<file path="src/hw/rtl/psov_pkg.sv">
// shared types and constants for the premultiplied source-over compositor
`timescale 1ns / 1ps

package psov_pkg;

	localparam int ChanW      = 16;
	localparam int NumChan    = 4;
	localparam int OpacityW   = 17;
	localparam int QDepth     = 4;
	localparam int QPtrW      = $clog2(QDepth);
	localparam int QCntW      = $clog2(QDepth + 1);

	localparam int ChanRed    = 0;
	localparam int ChanGreen  = 1;
	localparam int ChanBlue   = 2;
	localparam int ChanAlpha  = 3;

	localparam logic [OpacityW-1:0] OpacityOne = OpacityW'(65536);
	localparam logic [ChanW-1:0]    ChanMax    = {ChanW{1'b1}};

	typedef logic [ChanW-1:0] chan_t;
	typedef chan_t [NumChan-1:0] pix_t;

	// scaled source and destination, handed from front to back
	typedef struct packed {
		pix_t src;
		pix_t dst;
	} job_t;

	// push or pop side of the job queue
	typedef struct packed {
		logic valid;
		job_t job;
	} job_req_t;

endpackage

</file>
<file path="src/hw/rtl/psov_front.sv">
// front: opacity register, request intake and source opacity scaling
`timescale 1ns / 1ps

module psov_front (
	input  logic                             clk,
	input  logic                             arst_n,
	input  logic                             cfg_wr_en,
	input  logic [psov_pkg::OpacityW-1:0]    cfg_wr_data,
	input  logic                             in_valid,
	output logic                             in_ready,
	input  logic                             in_covered,
	input  psov_pkg::pix_t                   in_src,
	input  psov_pkg::pix_t                   in_dst,
	output psov_pkg::job_req_t               push,
	input  logic                             push_ready
);
	import psov_pkg::*;

	logic [OpacityW-1:0] opacity_q;
	logic [OpacityW-1:0] op_sat;
	logic                v_s1;
	logic [31:0]         prod_s1 [NumChan];
	pix_t                dst_s1;
	logic [31:0]         rnd [NumChan];

	always_ff @(posedge clk or negedge arst_n) begin
		if (!arst_n) begin
			opacity_q <= OpacityOne;
		end else if (cfg_wr_en) begin
			opacity_q <= cfg_wr_data;
		end
	end

	assign op_sat   = (opacity_q > OpacityOne) ? OpacityOne : opacity_q;
	assign in_ready = !v_s1 || push_ready;

	always_ff @(posedge clk or negedge arst_n) begin
		if (!arst_n) begin
			v_s1 <= 1'b0;
		end else if (in_ready) begin
			v_s1 <= in_valid;
		end
	end

	// uncovered pixels get a zero source, so the blend returns dst exactly
	always_ff @(posedge clk) begin
		if (in_ready && in_valid) begin
			for (int i = 0; i < NumChan; i++) begin
				prod_s1[i] <= in_covered ? (32'(in_src[i]) * 32'(op_sat)) : 32'd0;
			end
			dst_s1 <= in_dst;
		end
	end

	// rounded product never exceeds the channel max
	always_comb begin
		push.valid   = v_s1;
		push.job.dst = dst_s1;
		for (int i = 0; i < NumChan; i++) begin
			rnd[i]          = prod_s1[i] + 32'd32768;
			push.job.src[i] = rnd[i][31:16];
		end
	end

endmodule

</file>
<file path="config.mk">
export PLATFORM = sky130hd
export DESIGN_NAME = psov_front
export DESIGN_NICKNAME = d
export VERILOG_FILES = /design/src/hw/rtl/psov_pkg.sv /design/src/hw/rtl/psov_front.sv
export SDC_FILE = /design/constraint.sdc
export NUM_CORES = 2
export LEC_CHECK = 0
export BUFFER_PORTS_ARGS = -buffer_cell sky130_fd_sc_hd__clkbuf_2
export CORE_UTILIZATION = 55
export DETAILED_ROUTE_END_ITERATION = 6
export HOLD_SLACK_MARGIN = 0.15
export PLACE_DENSITY_LB_ADDON = 0.08
export SKIP_CTS_REPAIR_TIMING = 1
export SKIP_LAST_GASP = 1
export SLEW_MARGIN = 20
export SYNTH_ARGS = -nofsm -noshare
export SYNTH_HDL_FRONTEND = slang
export SYNTH_SLANG_ARGS = --single-unit
</file>
<file path="constraint.sdc">
create_clock -name clk -period 8.8 [get_ports clk]
set_input_delay 2.64 -clock clk [delete_from_list [all_inputs] [get_ports clk]]
set_output_delay 2.64 -clock clk [all_outputs]
set_load 0.05 [all_outputs]
</file>
==> run metrics <==
Hold Path Depth 2; CTS tree built; sequential share of power 8.7%; commonest cells in the netlist 944 x inv_1, 824 x fa_1, 649 x nand2_1; Ports 281; Multi-input gate area 31800 sq um; Longest Clk Path Bufs 2; Crit path arrival time 8.61 ns; gr ovfl total 0; Synth cell types 66; Final GP Congestion 0.920; #FFs+latches synth 150; Static Leak 23.8 nW; outcome complete, but fails checks; largest area contributor in the netlist fa_1; net count after synthesis 5802; Synth Area per Inst 9.18 sq um; Maximum Capacitance Violations 0; wire length of the first global-routing pass 181 mm; Reg2Reg Setup Slack 0.47 ns; DR vias/cell 5.58; die area 75100 sq um; Finished Layout Cells 5615; Syn Inst Count 4431; slowest CP cell or4_1; crit path max fanout 8; hold_sp v_s1$_DFFE_PN0N_; die height 274 um; worst skew pair latency 0.52 ns; Reg clk slew, reported paths 0.10 ns; # rows 99; Hold Path Sink v_s1$_DFFE_PN0N_; min Tclk post-route 8.39 ns; synth warn 0; largest net degree at the start of global routing 118; clk sinks 150; clock share of power 5.3%; final worst path period share 95.3%; clk_skew 0.0310 ns; setup slack after layout 0.413 ns; EDFF count, synth 132; R2R Path Start opacity_q[0]$_DFFE_PN0P_; CTS Buf Count 17; First DRT Iteration DRCs 2430; reg2reg path depth 23; pre-CTS setup slack -0.0767 ns; Detail Route Antenna Nets 0; post-synth top area share 40.6%; Rel. slew slack 32.4%; number of port buffers 280; final hold violation count 0; worst r2r dst prod_s1[3][25]$_SDFFCE_PN0P_; Req. time, crit path 9.02 ns; GRT Util Overall 31.4%; Die Width 274 um; Worst path max stage delay 0.61 ns; number of global-route vias before repair 32800; top_reg_cell synth edfxtp_1; initial antenna violation count 5; crit-path cells clkbuf_2, buf_4, and3_1, fa_1, inv_1, fa_1, fa_1, inv_1, fa_1, fa_1, inv_1, fa_1, inv_1, ha_1, a2111oi_0, o21ai_0, or4_1, a41oi_2, o21ai_0, a221oi_1, xor2_1, nor2_1; internal power 6.90 mW; dpl cells 5580; Crit path buffers/inverters 6; nets@finish 6011; CP dominant cell by count fa_1; H-tree depth 4; failing checks DRC; worst vdd ir 347 uV; pwr/cell area 342 nW/um^2; post-synthesis sequential area ratio 10.9%; max-slew violation count 0; layout cells sized above 1 11.2%; Async S/R FF share, synth 12.0%; core area 73100 sq um; Layout area overhead 9.03%; sequential cell area 4420 sq um; Total Wirelength 112 mm; combinational power share 85.9%; Sw Share 54.6%; Layout fillers 6564; DRC Markers 84; worst setup path category input pin to register; top-count cell post-synth inv_1; measured slew at the worst slew-check pin 1.01 ns; top post-synthesis cells by area fa_1 41%, ha_1 12%, edfxtp_1 9.7%, inv_1 8.7%, and3_1 6.2%; CP startpoint kind input pin; RSZ-0062 raised after global routing no; Starting Density 55.7%; Hold Path Class register to register; drt wl/cell 20.0 um; Root Driver clkbuf_16; CP Capture Type register; Initial DRT Pass Iterations 7; Mapped Area 40700 sq um; Psw 8.28 mW; Total Power 15.2 mW; CP top delay family adder cells; post-DP HPWL 86.5 mm; vias 31400; Final setup viols 0; maximum clock frequency 119 MHz
## worst max-delay path by stage
stage,start,endpoint,slack [ns],depth (start not counted)
finish,in_src[52],prod_s1[3][25]$_SDFFCE_PN0P_,0.41,22
global route,opacity_q[0]$_DFFE_PN0P_,prod_s1[3][30]$_SDFFCE_PN0P_,0.01,24
CTS,in_src[49],prod_s1[3][25]$_SDFFCE_PN0P_,0.46,21
detailed placement,in_src[49],prod_s1[3][25]$_SDFFCE_PN0P_,-0.08,21
global placement,in_src[52],prod_s1[3][30]$_SDFFCE_PN0P_,0.03,23
floorplan,in_src[56],prod_s1[3][25]$_SDFFCE_PN0P_,0.002,21
## kinds of logic after synthesis
group	share of synthesized area, %
AO/OA/AOI/OAI	4.46
multiplexers	0.680
adder cells (fa/ha/maj)	52.7
AND/OR/NAND/NOR	17.6
flip-flops	10.9
XOR/XNOR	2.61
buffers and inverters	11.0
## flip-flops by register name, indices dropped and copies added (netlist names)
signal / cells
push: 64
opacity_q: 17
prod_s1: 68
v_s1: 1
## placed cells by master, fill, tap and decap left out, types with 11 or more instances in the layout
cell / instances
o211ai_1: 11
and3_1: 405
a21o_1: 51
and2_1: 143
nand3_1: 48
nand2_1: 649
nand2b_1: 12
o21ai_0: 43
nor3_1: 30
buf_12: 15
clkbuf_16: 17
clkbuf_2: 280
nor2_1: 83
edfxtp_1: 132
inv_1: 943
a21oi_1: 81
xor2_1: 33
ha_1: 396
o21bai_1: 13
buf_4: 144
nand4_1: 27
xnor2_1: 88
dfrtp_1: 17
mux2_2: 17
fa_1: 824
## worst reg2reg max path: cells and delay by family, from the launching register on
family	cells	cell delay, ns
AO/OA/AOI/OAI	6	1.69
XOR/XNOR	1	0.17
adder cells (fa/ha/maj)	7	3.27
AND/OR/NAND/NOR	5	2.02
buffers and inverters	4	0.36
flip-flops	1	0.54
## metrics by stage
step	utilization [%]	setup TNS [ns]	hold slack (ns)	area, sq um
floorplan	-	0	0.538	40700
global placement	59.9	0	0.529	43700
detailed placement	59.9	-0.167	0.531	43700
CTS	60.7	0	0.562	44300
global route	60.7	0	0.616	44300
finish	60.7	0	0.551	44400
## routing by layer
layer	wire, um	up-vias	share of wire (%)	GRT usage, %
met5	7	-	0.0062	0
met1	47400	15900	42	44.1
met3	8250	179	7.3	3.89
met4	3080	2	2.7	8.45
met2	53500	1152	48	51.6
li1	-	14100	-	-
## area by class of cell
type,count,share of cell area (%)
sequential,150,9.96
tap,959,2.71
antenna,3,0.0169
inverter,944,7.99
clock inverter,15,0.398
timing repair buffer,439,6.27
multi-input combinational,3088,71.7
clock buffer,17,0.959
## power groups by stage
stage	clock (mW)	sequential, mW	combinational, mW
finish	0.812	1.33	13.0
global placement	0	1.33	12.9
detailed placement	0	1.34	13.0
global route	0.853	1.35	14.8
CTS	0.838	1.32	13.1
floorplan	0	1.36	9.48
Note: power is estimated with default switching activity, not from simulation.
