==> config.mk <==
export PLATFORM = sky130hd
export DESIGN_NAME = psov_queue
export DESIGN_NICKNAME = d
export VERILOG_FILES = /design/src/hw/rtl/psov_pkg.sv /design/src/hw/rtl/psov_queue.sv
export SDC_FILE = /design/constraint.sdc
export NUM_CORES = 1
export LEC_CHECK = 0
export BUFFER_PORTS_ARGS = -buffer_cell sky130_fd_sc_hd__buf_2
export CORE_MARGIN = 1
export CORE_UTILIZATION = 61
export CTS_CLUSTER_SIZE = 16
export DETAILED_ROUTE_END_ITERATION = 7
export GPL_ROUTABILITY_DRIVEN = 0
export PLACE_DENSITY = 0.92
export REMOVE_ABC_BUFFERS = 1
export SETUP_SLACK_MARGIN = 0.02
export SLEW_MARGIN = 5
export SYNTH_ARGS = -nofsm -noshare
export SYNTH_HDL_FRONTEND = slang
export SYNTH_SLANG_ARGS = --single-unit
==> constraint.sdc <==
create_clock -name clk -period 6.55 [get_ports clk]
set_input_delay 0.655 -clock clk [delete_from_list [all_inputs] [get_ports clk]]
set_output_delay 0.655 -clock clk [all_outputs]
set_load 0.03 [all_outputs]
==> src/hw/rtl/psov_pkg.sv <==
// shared types and constants for the premultiplied source-over compositor
`timescale 1ns / 1ps

package psov_pkg;

	localparam int ChanW      = 16;
	localparam int NumChan    = 4;
	localparam int OpacityW   = 17;
	localparam int QDepth     = 4;
	localparam int QPtrW      = $clog2(QDepth);
	localparam int QCntW      = $clog2(QDepth + 1);

	localparam int ChanRed    = 0;
	localparam int ChanGreen  = 1;
	localparam int ChanBlue   = 2;
	localparam int ChanAlpha  = 3;

	localparam logic [OpacityW-1:0] OpacityOne = OpacityW'(65536);
	localparam logic [ChanW-1:0]    ChanMax    = {ChanW{1'b1}};

	typedef logic [ChanW-1:0] chan_t;
	typedef chan_t [NumChan-1:0] pix_t;

	// scaled source and destination, handed from front to back
	typedef struct packed {
		pix_t src;
		pix_t dst;
	} job_t;

	// push or pop side of the job queue
	typedef struct packed {
		logic valid;
		job_t job;
	} job_req_t;

endpackage

==> src/hw/rtl/psov_queue.sv <==
// short job queue between front and back
`timescale 1ns / 1ps

module psov_queue (
	input  logic                   clk,
	input  logic                   arst_n,
	input  psov_pkg::job_req_t     push,
	output logic                   push_ready,
	output psov_pkg::job_req_t     pop,
	input  logic                   pop_ready
);
	import psov_pkg::*;

	job_t              mem_q [QDepth];
	logic [QPtrW-1:0]  wr_ptr_q;
	logic [QPtrW-1:0]  rd_ptr_q;
	logic [QCntW-1:0]  count_q;
	logic              do_push;
	logic              do_pop;

	assign push_ready = (count_q != QCntW'(QDepth));
	assign pop.valid  = (count_q != '0);
	assign pop.job    = mem_q[rd_ptr_q];
	assign do_push    = push.valid && push_ready;
	assign do_pop     = pop.valid && pop_ready;

	always_ff @(posedge clk) begin
		if (do_push) begin
			mem_q[wr_ptr_q] <= push.job;
		end
	end

	always_ff @(posedge clk or negedge arst_n) begin
		if (!arst_n) begin
			wr_ptr_q <= '0;
			rd_ptr_q <= '0;
			count_q  <= '0;
		end else begin
			if (do_push) begin
				wr_ptr_q <= (wr_ptr_q == QPtrW'(QDepth - 1)) ? '0 : wr_ptr_q + 1'b1;
			end
			if (do_pop) begin
				rd_ptr_q <= (rd_ptr_q == QPtrW'(QDepth - 1)) ? '0 : rd_ptr_q + 1'b1;
			end
			unique case ({do_push, do_pop})
				2'b10:   count_q <= count_q + 1'b1;
				2'b01:   count_q <= count_q - 1'b1;
				default: count_q <= count_q;
			endcase
		end
	end

endmodule

==> flow_summary_export.csv <==
group,metric,value,unit
sta,period_needed,3.696,ns
sta,timing.fmax,0.2705,GHz
pwr,p_per_area,505.4,mW/mm^2
sta,setup_viol,0,
cts,ctsRootBufferMaster,"clkbuf_16",
grt,grt_usage,0.2367,
critical_path,worstPathCellList,"buf_4 > mux4_2 > buf_2",
critical_path,crit_path_start,"rd_ptr_q[0]$_DFFE_PN0P_",
worst_hold_path,hold_path_class,"primary input to flip-flop",
yosys,synth_area_leaders,"edfxtp_1 (81%), mux4_2 (15%), dfrtp_1 (0.93%), buf_6 (0.65%), ha_1 (0.40%)",
floorplan,io_pins,262,
sta,setup_tns,0,ns
yosys,yosys.area.top_type,"edfxtp_1",
cts,clk_path_buf_depth,3,
cts,htreeDepth,2,
cts,cts.sinks,519,
floorplan,dieArea,0.03174,mm^2
critical_path,cp.arrival,3.04,ns
yosys,yosysWarningCount,0,
layout,fin_util,0.7298,
sta,rsz0062_at_grt,"false",
job,drv_cap,0,
grt,grtUsageMet1,0.3123,
drt,wirelength,37.49,mm
yosys,synth_top_area_frac,0.8121,
critical_path,path_depth,3,
critical_path,slowest_stage,"dfrtp_4",
layout,nets,1141,
grt,met2_usage,0.3917,
drt,first_pass_iters,5,
grt,grt_max_degree,69,
critical_path,start_kind,"flip-flop",
drt,via_count,8558,
grt,antenna_found_initial,6,
yosys,synth-main-ff-cell,"edfxtp_1",
yosys,synth_edf_count,512,
drt,drtIter0Drc,710,
pwr,p_total,11.28,mW
pwr,combPwrFrac,0.324,
critical_path,r2r_start,"count_q[2]$_DFFE_PN0P_",
drt,vias_per_cell,5.927,
pwr,p_seq_frac,0.416,
yosys,yosys.cell_count.top_type,"edfxtp_1",
yosys,postSynthCellCount,709,
placed_design,post-dp-hpwl,21.25,mm
yosys,postSynthAreaPerCell,26.70,um^2
pwr,clkPwrFrac,0.260,
critical_path,cp_max_fo,45,
sta,relSlewSlack,0.2702,
critical_path,critical_path.max_stage_delay,1.03,ns
grt,grtUsageMet3,0.05712,
floorplan,die_y,178.2,um
critical_path,cp_data_required_time,5.89,ns
yosys,synth-async-reset-ratio,0.01349,
pwr,power.switching,3.819,mW
cts,clkTransAtPathRegs,0.06,ns
critical_path,crit-reg2reg-capture,"mem_q[3][108]$_DFFE_PP_",
sta,skew,0.01650,ns
critical_path,crit_buf_inv,2,
floorplan,die_w,178.2,um
yosys,synthTopCellsByCount,"edfxtp_1 (512), mux4_2 (128), buf_2 (14), buf_6 (11)",
pwr,switching_share,0.3385,
sta,finalCritPeriodShare,0.5643,
drt,wire_per_inst,25.96,um
critical_path,crit_end,"pop[0]",
layout,drive_above_1_share,0.4635,
critical_path,reg2reg_slack,3.63,ns
cts,cts_tree,"built",
pwr,vdd_drop_max,0.3316,mV
pwr,leakagePower,7.637,nW
grt,top_usage_layer,"met2",
layout,area_delta_synth_final,17.92,%
sta,slew_viol_final,0,
yosys,seq_area_frac_synth,0.8214,
status,outcome,"completed",
yosys,synth-seq-cells,519,
floorplan,core_area,0.03059,mm^2
drt,antenna_left,0,
grt,grt-ovfl-total,0,
critical_path,rr_worst_depth,3,
yosys,synth_cell_types,21,
drt,drc,0,
floorplan,rows,64,
floorplan,start_util,0.6189,
critical_path,crit_path_end_kind,"output pin",
critical_path,cpLargestDelayFamily,"flip-flops",
yosys,syn_area,0.01893,mm^2
cts,numCtsBuffers,50,
pwr,p_int,7.463,mW
cts,clk_latency,0.56,ns
placed_design,portBuffers,261,
grt,grt_first_pass_wirelength,54.47,mm
grt,grt_pass1_vias,9195,
sta,final-hold-violation-count,0,
critical_path,crit_type,"flip-flop to output pin",
sta,worstMarginPinSlew,1.095,ns
## cell type report
| type | instances | area, um^2 |
|---|---|---|
| clock inverter | 32 | 399.1 |
| inverter | 7 | 26.28 |
| timing repair buffer | 270 | 1389 |
| sequential | 519 | 15560 |
| multi-input combinational | 154 | 3154 |
| tap | 396 | 495.5 |
| clock buffer | 60 | 1289 |
| antenna | 6 | 15.01 |
| fill | 1701 | 8264 |
## placed cells by master (no fill, tap or decap), types with 7 or more instances in the layout
cell type / instances
edfxtp_1: 512
buf_2: 261
mux4_2: 128
clkbuf_16: 50
clkbuf_1: 10
clkinv_1: 9
clkinv_2: 9
bufinv_16: 9
inv_1: 7
buf_4: 7
## state kept, by name (all words and copies together) (netlist names)
name,count
count_q,3
wr_ptr_q,2
rd_ptr_q,2
mem_q,512
## power by group through the flow
stage               sequential (mW)  combinational (mW)  clock (mW)
detailed placement             4.75                3.65           0
CTS                            4.70                3.70        2.99
floorplan                      4.85                2.60           0
global route                   4.75                3.84        3.11
global placement               4.69                3.60           0
finish                         4.69                3.66        2.94
## per-stage QoR
| stage | instance area, um^2 | hold WS [ns] | setup WS (ns) | std cells |
|---|---|---|---|---|
| after floorplan | 18720 | 0.3594 | 0.1224 | 680 |
| after global placement | 20610 | 0.4614 | 3.329 | 1345 |
| after detailed placement | 20610 | 0.4840 | 3.332 | 1345 |
| after CTS | 22310 | 0.2912 | 2.704 | 1438 |
| after global routing | 22320 | 0.2898 | 2.586 | 1440 |
| final | 22330 | 0.3169 | 2.854 | 1444 |
## worst min-delay path by stage
| stage | start | end | slack [ns] | cells past startpoint |
|---|---|---|---|---|
| 2_1_floorplan | arst_n | count_q[0]$_DFFE_PN0P_ | 0.36 | 0 |
| 3_3_place_gp | count_q[2]$_DFFE_PN0P_ | count_q[2]$_DFFE_PN0P_ | 0.46 | 1 |
| 3_5_place_dp | count_q[2]$_DFFE_PN0P_ | count_q[2]$_DFFE_PN0P_ | 0.48 | 1 |
| 4_1_cts | push[27] | mem_q[0][27]$_DFFE_PP_ | 0.29 | 1 |
| 5_1_grt | push[27] | mem_q[0][27]$_DFFE_PP_ | 0.29 | 1 |
| 6_report | push[27] | mem_q[1][27]$_DFFE_PP_ | 0.32 | 1 |
## cell families after synthesis
group	after synthesis	synth area share
XOR/XNOR	3	0.001388
adder cells (fa/ha/maj)	7	0.005023
buffers and inverters	36	0.01282
flip-flops	519	0.8214
multiplexers	133	0.1556
AND/OR/NAND/NOR	11	0.003833
## metal layers
layer	vias up	wire length (um)
li1	3660	-
met1	4506	14330
met2	310	19490
met3	74	2644
met4	8	970
met5	-	57
## timing repair
item,in CTS,in global routing
setup buffers,0,0
hold endpoints to repair,7,0
hold buffers,1,0
setup endpoints to repair,0,0
resized for setup,0,0
Note: power is estimated with default switching activity, not from simulation.
