===== src/hw/rtl/psov_pkg.sv =====
// shared types and constants for the premultiplied source-over compositor
`timescale 1ns / 1ps

package psov_pkg;

	localparam int ChanW      = 16;
	localparam int NumChan    = 4;
	localparam int OpacityW   = 17;
	localparam int QDepth     = 4;
	localparam int QPtrW      = $clog2(QDepth);
	localparam int QCntW      = $clog2(QDepth + 1);

	localparam int ChanRed    = 0;
	localparam int ChanGreen  = 1;
	localparam int ChanBlue   = 2;
	localparam int ChanAlpha  = 3;

	localparam logic [OpacityW-1:0] OpacityOne = OpacityW'(65536);
	localparam logic [ChanW-1:0]    ChanMax    = {ChanW{1'b1}};

	typedef logic [ChanW-1:0] chan_t;
	typedef chan_t [NumChan-1:0] pix_t;

	// scaled source and destination, handed from front to back
	typedef struct packed {
		pix_t src;
		pix_t dst;
	} job_t;

	// push or pop side of the job queue
	typedef struct packed {
		logic valid;
		job_t job;
	} job_req_t;

endpackage


===== src/hw/rtl/psov_back.sv =====
// back: destination weighting, divide by channel max, saturate, result register
`timescale 1ns / 1ps

module psov_back (
	input  logic                 clk,
	input  logic                 arst_n,
	input  psov_pkg::job_req_t   pop,
	output logic                 pop_ready,
	output logic                 out_valid,
	input  logic                 out_ready,
	output psov_pkg::pix_t       out_pix
);
	import psov_pkg::*;

	chan_t        inv;
	logic         v_s1;
	logic [31:0]  prod_s1 [NumChan];
	pix_t         src_s1;
	logic         v_s2;
	pix_t         pix_s2;
	logic         adv_out;
	logic [31:0]  y    [NumChan];
	logic [15:0]  q0   [NumChan];
	logic [16:0]  r0   [NumChan];
	logic [16:0]  quo  [NumChan];
	logic [16:0]  sum  [NumChan];
	pix_t         blend;

	assign inv       = ~pop.job.src[ChanAlpha];
	assign adv_out   = !v_s2 || out_ready;
	assign pop_ready = !v_s1 || adv_out;

	always_ff @(posedge clk or negedge arst_n) begin
		if (!arst_n) begin
			v_s1 <= 1'b0;
			v_s2 <= 1'b0;
		end else begin
			if (pop_ready) begin
				v_s1 <= pop.valid;
			end
			if (adv_out) begin
				v_s2 <= v_s1;
			end
		end
	end

	always_ff @(posedge clk) begin
		if (pop_ready && pop.valid) begin
			for (int i = 0; i < NumChan; i++) begin
				prod_s1[i] <= 32'(pop.job.dst[i]) * 32'(inv);
			end
			src_s1 <= pop.job.src;
		end
	end

	// (p + 32767) / 65535 via the 65536 split and one correction step
	always_comb begin
		for (int i = 0; i < NumChan; i++) begin
			y[i]     = prod_s1[i] + 32'd32767;
			q0[i]    = y[i][31:16];
			r0[i]    = {1'b0, y[i][15:0]} + {1'b0, q0[i]};
			quo[i]   = {1'b0, q0[i]} + ((r0[i] >= {1'b0, ChanMax}) ? 17'd1 : 17'd0);
			sum[i]   = {1'b0, src_s1[i]} + quo[i];
			blend[i] = sum[i][16] ? ChanMax : sum[i][15:0];
		end
	end

	always_ff @(posedge clk) begin
		if (adv_out && v_s1) begin
			pix_s2 <= blend;
		end
	end

	assign out_valid = v_s2;
	assign out_pix   = pix_s2;

endmodule


===== config.mk =====
export PLATFORM = sky130hd
export DESIGN_NAME = psov_back
export DESIGN_NICKNAME = d
export VERILOG_FILES = /design/src/hw/rtl/psov_pkg.sv /design/src/hw/rtl/psov_back.sv
export SDC_FILE = /design/constraint.sdc
export NUM_CORES = 2
export LEC_CHECK = 0
export ABC_AREA = 1
export BUFFER_PORTS_ARGS = -buffer_cell sky130_fd_sc_hd__buf_4
export CAP_MARGIN = 30
export CORE_ASPECT_RATIO = 1.5
export CORE_MARGIN = 1
export CORE_UTILIZATION = 40
export CTS_CLUSTER_DIAMETER = 60
export DETAILED_ROUTE_END_ITERATION = 8
export PLACE_DENSITY = 0.69
export RECOVER_POWER = 50
export SLEW_MARGIN = 20
export SYNTH_ARGS = -nofsm -noshare
export SYNTH_HDL_FRONTEND = slang
export SYNTH_SLANG_ARGS = --single-unit
export TNS_END_PERCENT = 1

===== constraint.sdc =====
create_clock -name clk -period 4.8 [get_ports clk]
set_clock_uncertainty 0.2 [all_clocks]
set_input_delay 0.72 -clock clk [delete_from_list [all_inputs] [get_ports clk]]
set_output_delay 0.72 -clock clk [all_outputs]
set_load 0.05 [all_outputs]

==> flow_results.org <==
** Synthesis
- Number of library cell types mapped by synthesis :: 58
- Synthesized area :: 52300 um^2
- Biggest area consumer among synthesized cells :: sky130_fd_sc_hd__fa_1
- In the synthesized netlist the async set-or-reset flop fraction comes to 0.775%.
- Sorting the synthesized cells by area gives the leading types as sky130_fd_sc_hd__fa_1 30%, sky130_fd_sc_hd__edfxtp_1 15%, sky130_fd_sc_hd__ha_1 13%.
- By count the netlist is led by 1561 x sky130_fd_sc_hd__nand2_1, 1417 x sky130_fd_sc_hd__inv_1, 788 x sky130_fd_sc_hd__fa_1.
- Top-count cell post-synth :: sky130_fd_sc_hd__nand2_1
- During synthesis, Yosys emitted a total of 0 warnings.
- Summed over its instances, the top area cell type makes up 30.2% of the synthesized netlist area.
- Syn Area/Cell :: 7.91 um^2
- For this run, the leading register cell type out of synthesis is sky130_fd_sc_hd__edfxtp_1.
- Counting flops with a built-in enable in the synthesized netlist gives 256.
- Flops & latches, synth :: 258
- Mapped Nets :: 8078
- After technology mapping, the gate count stands at 6614.
- Fraction of the yosys area taken by sequential cells :: 14.8%

** Detailed routing
- Dividing the detail-routed wire length by the instance count gives 17.5 um.
- Initial DRT Pass Iterations :: 6
- Routed wire length :: 168000 um
- Total vias in the final route :: 47500
- Remaining antenna violation count :: 0
- Per-cell via count in the routed design :: 4.94
- For this block, the initial DRC count from the detailed router was 2323.
- Residual DRC :: 0

** Layout
- In the final layout, the share of cells above drive strength 1 is 23.9%.
- After filler insertion, the fill cell instance count of the layout stands at 12000.
- For this run, the post-layout net count is 9320.
- Across the whole layout, storage elements account for 7740 um^2.
- Compared with the post-synthesis result, the final layout area differs by 30.0%.
- Once layout is done, the placed cells without fillers occupy 68000 um^2.
- Area of the multi-input gates :: 40200 um^2

** Run
- Max-cap violations in this run came to 0.

** Floorplanning
- Effective utilization at floorplan :: 40.3%
- In this run the core area contains 162 standard-cell rows.
- IO Count :: 198
- The floorplan step defined a die boundary enclosing 132000 um^2.
- Measured along the x axis, the die boundary spans 297 um.
- Height of the die :: 445 um
- Core Area :: 130000 um^2

** STA
- Final hold violation count :: 0
- The max-slew violation total from the final report is 0.
- RSZ-0062 raised after global routing :: yes
- At the pin with the least slew margin, the transition time is 872 ps.
- Number of failing setup endpoints in the final timing report :: 156
- Timing would allow up to 180 MHz.
- Dividing the final minimum period by the clock period gives 116%.
- Setup slack after layout :: -766 ps
- The worst path in the final design needs a cycle of 5570 ps, including I/O delays and setup.
- Relative max-transition margin :: 41.9%

** Status
- Violated checks :: setup timing
- Outcome :: complete, but fails checks

** Worst setup path
- STA puts the critical path data arrival time at 5730 ps.
- Slowest cell on the critical path :: sky130_fd_sc_hd__fa_1
- In this design, the critical path's most frequently occurring cell is sky130_fd_sc_hd__fa_1.
- Slack of the worst reg-to-reg path :: -470 ps
- STA classifies the critical path startpoint as a primary input.
- Largest fanout of any net on the critical path :: 6
- STA classifies the critical path endpoint as a flip-flop.
- Endpoint required time on the critical path :: 4960 ps
- For this run, the slowest stage of the critical path takes 560 ps.
- The kind of cell with the highest combined delay along the critical path is adder cells.
- Path type of the worst setup path :: primary input to flip-flop
- Buf/Inv on CP :: 10

** Min path
- Tightest Hold Check Type :: primary input to flip-flop

** CTS
- Total number of H-tree levels :: 2
- Clock sink count :: 258
- The later pin in the worst-skew pair is clocked with a latency of 630 ps.
- Root buf cell :: sky130_fd_sc_hd__clkbuf_16
- Buffer levels on the longest clock path :: 3
- Post-CTS clock slew at the launch and capture registers of the worst setup and hold paths :: 60 ps
- Buffers inserted during clock tree synthesis total 37.
- TritonCTS built the clock tree.

** Global routing
- Antenna violations before repair :: 20
- Vias in the first global route :: 50400
- The first global-routing pass estimated 261000 um of wire.
- Total global-route track usage :: 25.2%
- Total gr overflow :: 0
- Pin count of the biggest net entering global routing :: 118

** Placement
- Input and output buffers added on the ports amount to 197.
- Summed over all nets, the half-perimeter wirelength after detailed placement is 144000 um.
- Routability-driven placement finished with a final weighted congestion of 0.982.
- Cell area after placement :: 64800 um^2
[layout by cell type (no fill, tap or decap), types with 16 or more instances in the layout]
cell type and instances:
sky130_fd_sc_hd__clkbuf_4 46, sky130_fd_sc_hd__nor2_2 49, sky130_fd_sc_hd__a21oi_1 177, sky130_fd_sc_hd__nand2_2 84, sky130_fd_sc_hd__inv_1 1373, sky130_fd_sc_hd__o21ai_1 24, sky130_fd_sc_hd__ha_1 482, sky130_fd_sc_hd__nand3_1 206
sky130_fd_sc_hd__a21oi_2 52, sky130_fd_sc_hd__nand4_1 57, sky130_fd_sc_hd__nand3_2 30, sky130_fd_sc_hd__o21ai_0 73, sky130_fd_sc_hd__edfxtp_1 256, sky130_fd_sc_hd__nor3_1 53, sky130_fd_sc_hd__fa_2 18, sky130_fd_sc_hd__nand3b_1 36
sky130_fd_sc_hd__clkbuf_16 38, sky130_fd_sc_hd__buf_6 16, sky130_fd_sc_hd__a21o_1 21, sky130_fd_sc_hd__fa_1 770, sky130_fd_sc_hd__or2_2 18, sky130_fd_sc_hd__inv_2 38, sky130_fd_sc_hd__buf_12 59, sky130_fd_sc_hd__buf_4 1230
sky130_fd_sc_hd__o21bai_1 27, sky130_fd_sc_hd__nor2_1 658, sky130_fd_sc_hd__ha_4 58, sky130_fd_sc_hd__nand2_1 1486, sky130_fd_sc_hd__xor2_1 157, sky130_fd_sc_hd__xnor2_1 69
[cells by family (layout without fill, tap and decap cells)]
group / Yosys count / after routing / share of synthesized area [%]
simple gates: 2738 / 2739 / 21.5
xor+xnor: 233 / 233 / 3.90
compound gates: 448 / 448 / 5.00
other cells: 0 / 12 / 0
flops: 258 / 258 / 14.8
buf+inv: 1605 / 2874 / 11.6
fa+ha+maj: 1332 / 1332 / 43.2
[area by class of cell]
| cell class | instances | share of cell area [%] |
|---|---|---|
| repair inverters | 6 | 0.0809 |
| clock inverters | 30 | 0.416 |
| flip-flops and latches | 258 | 11.4 |
| clock buffers | 37 | 1.36 |
| inverters | 1437 | 8.13 |
| repair buffers | 1364 | 16.3 |
| diodes | 12 | 0.0441 |
| multi-input cells | 4752 | 59.1 |
| well taps | 1722 | 3.17 |
[stage by stage]
| stage | hold slack [ps] | setup WS [ps] | TNS [ps] | std cells | utilization, % |
|---|---|---|---|---|---|
| after global placement | 295 | -1510 | -161060 | 9491 | 49.9 |
| final | 86.8 | -766 | -68940 | 9618 | 52.4 |
| after floorplan | 224 | -1040 | -280820 | 6614 | - |
| after global routing | 66.7 | -916 | -107390 | 9611 | 52.3 |
| after CTS | 17.4 | -703 | -71680 | 9571 | 51.5 |
| after detailed placement | 305 | -1580 | -167750 | 9491 | 49.9 |
[state kept, by name, summed over array words and instances, names as in the netlist]
name / flops
prod_s1: 128
out_pix: 64
src_s1: 64
out_valid: 1
v_s1: 1
[final timing paths]
kind                                 from              to  depth (start not counted)
min                              pop[109]      src_s1[45]                          1
min in group asynchronous          arst_n       out_valid                          2
max in group asynchronous          arst_n            v_s1                          2
max reg2reg                prod_s1[1][11]     out_pix[16]                         31
min reg2reg                          v_s1       out_valid                          2
max                              pop[116]  prod_s1[2][25]                         25
[repair_timing]
item                       4_1_cts  5_1_grt
setup buffers                   10       29
gates resized for setup        191      180
cloned                           2        6
pin swaps                       52       65
setup endpoints to repair      156      159
hold endpoints to repair         2        0
hold buffers                     1        0
[worst reg2reg max path, delay by kind of cell, from the launching register on]
kind	cells	cell delay, ps
simple gates	17	1510
buf+inv	3	320
xor+xnor	1	260
compound gates	6	790
flops	1	420
fa+ha+maj	4	1510
[layer usage]
layer  up-vias  track usage, %  routed length (um)
met5         -               0                 174
li1      22700               -                   -
met3       532            3.45                8270
met4        22            16.1               12200
met2      1268            46.9               86700
met1     23000            26.6               60700
Power is left out: the tool's default activity adds up to more than one toggle a clock period on the data nets, which glitch-free logic cannot reach.
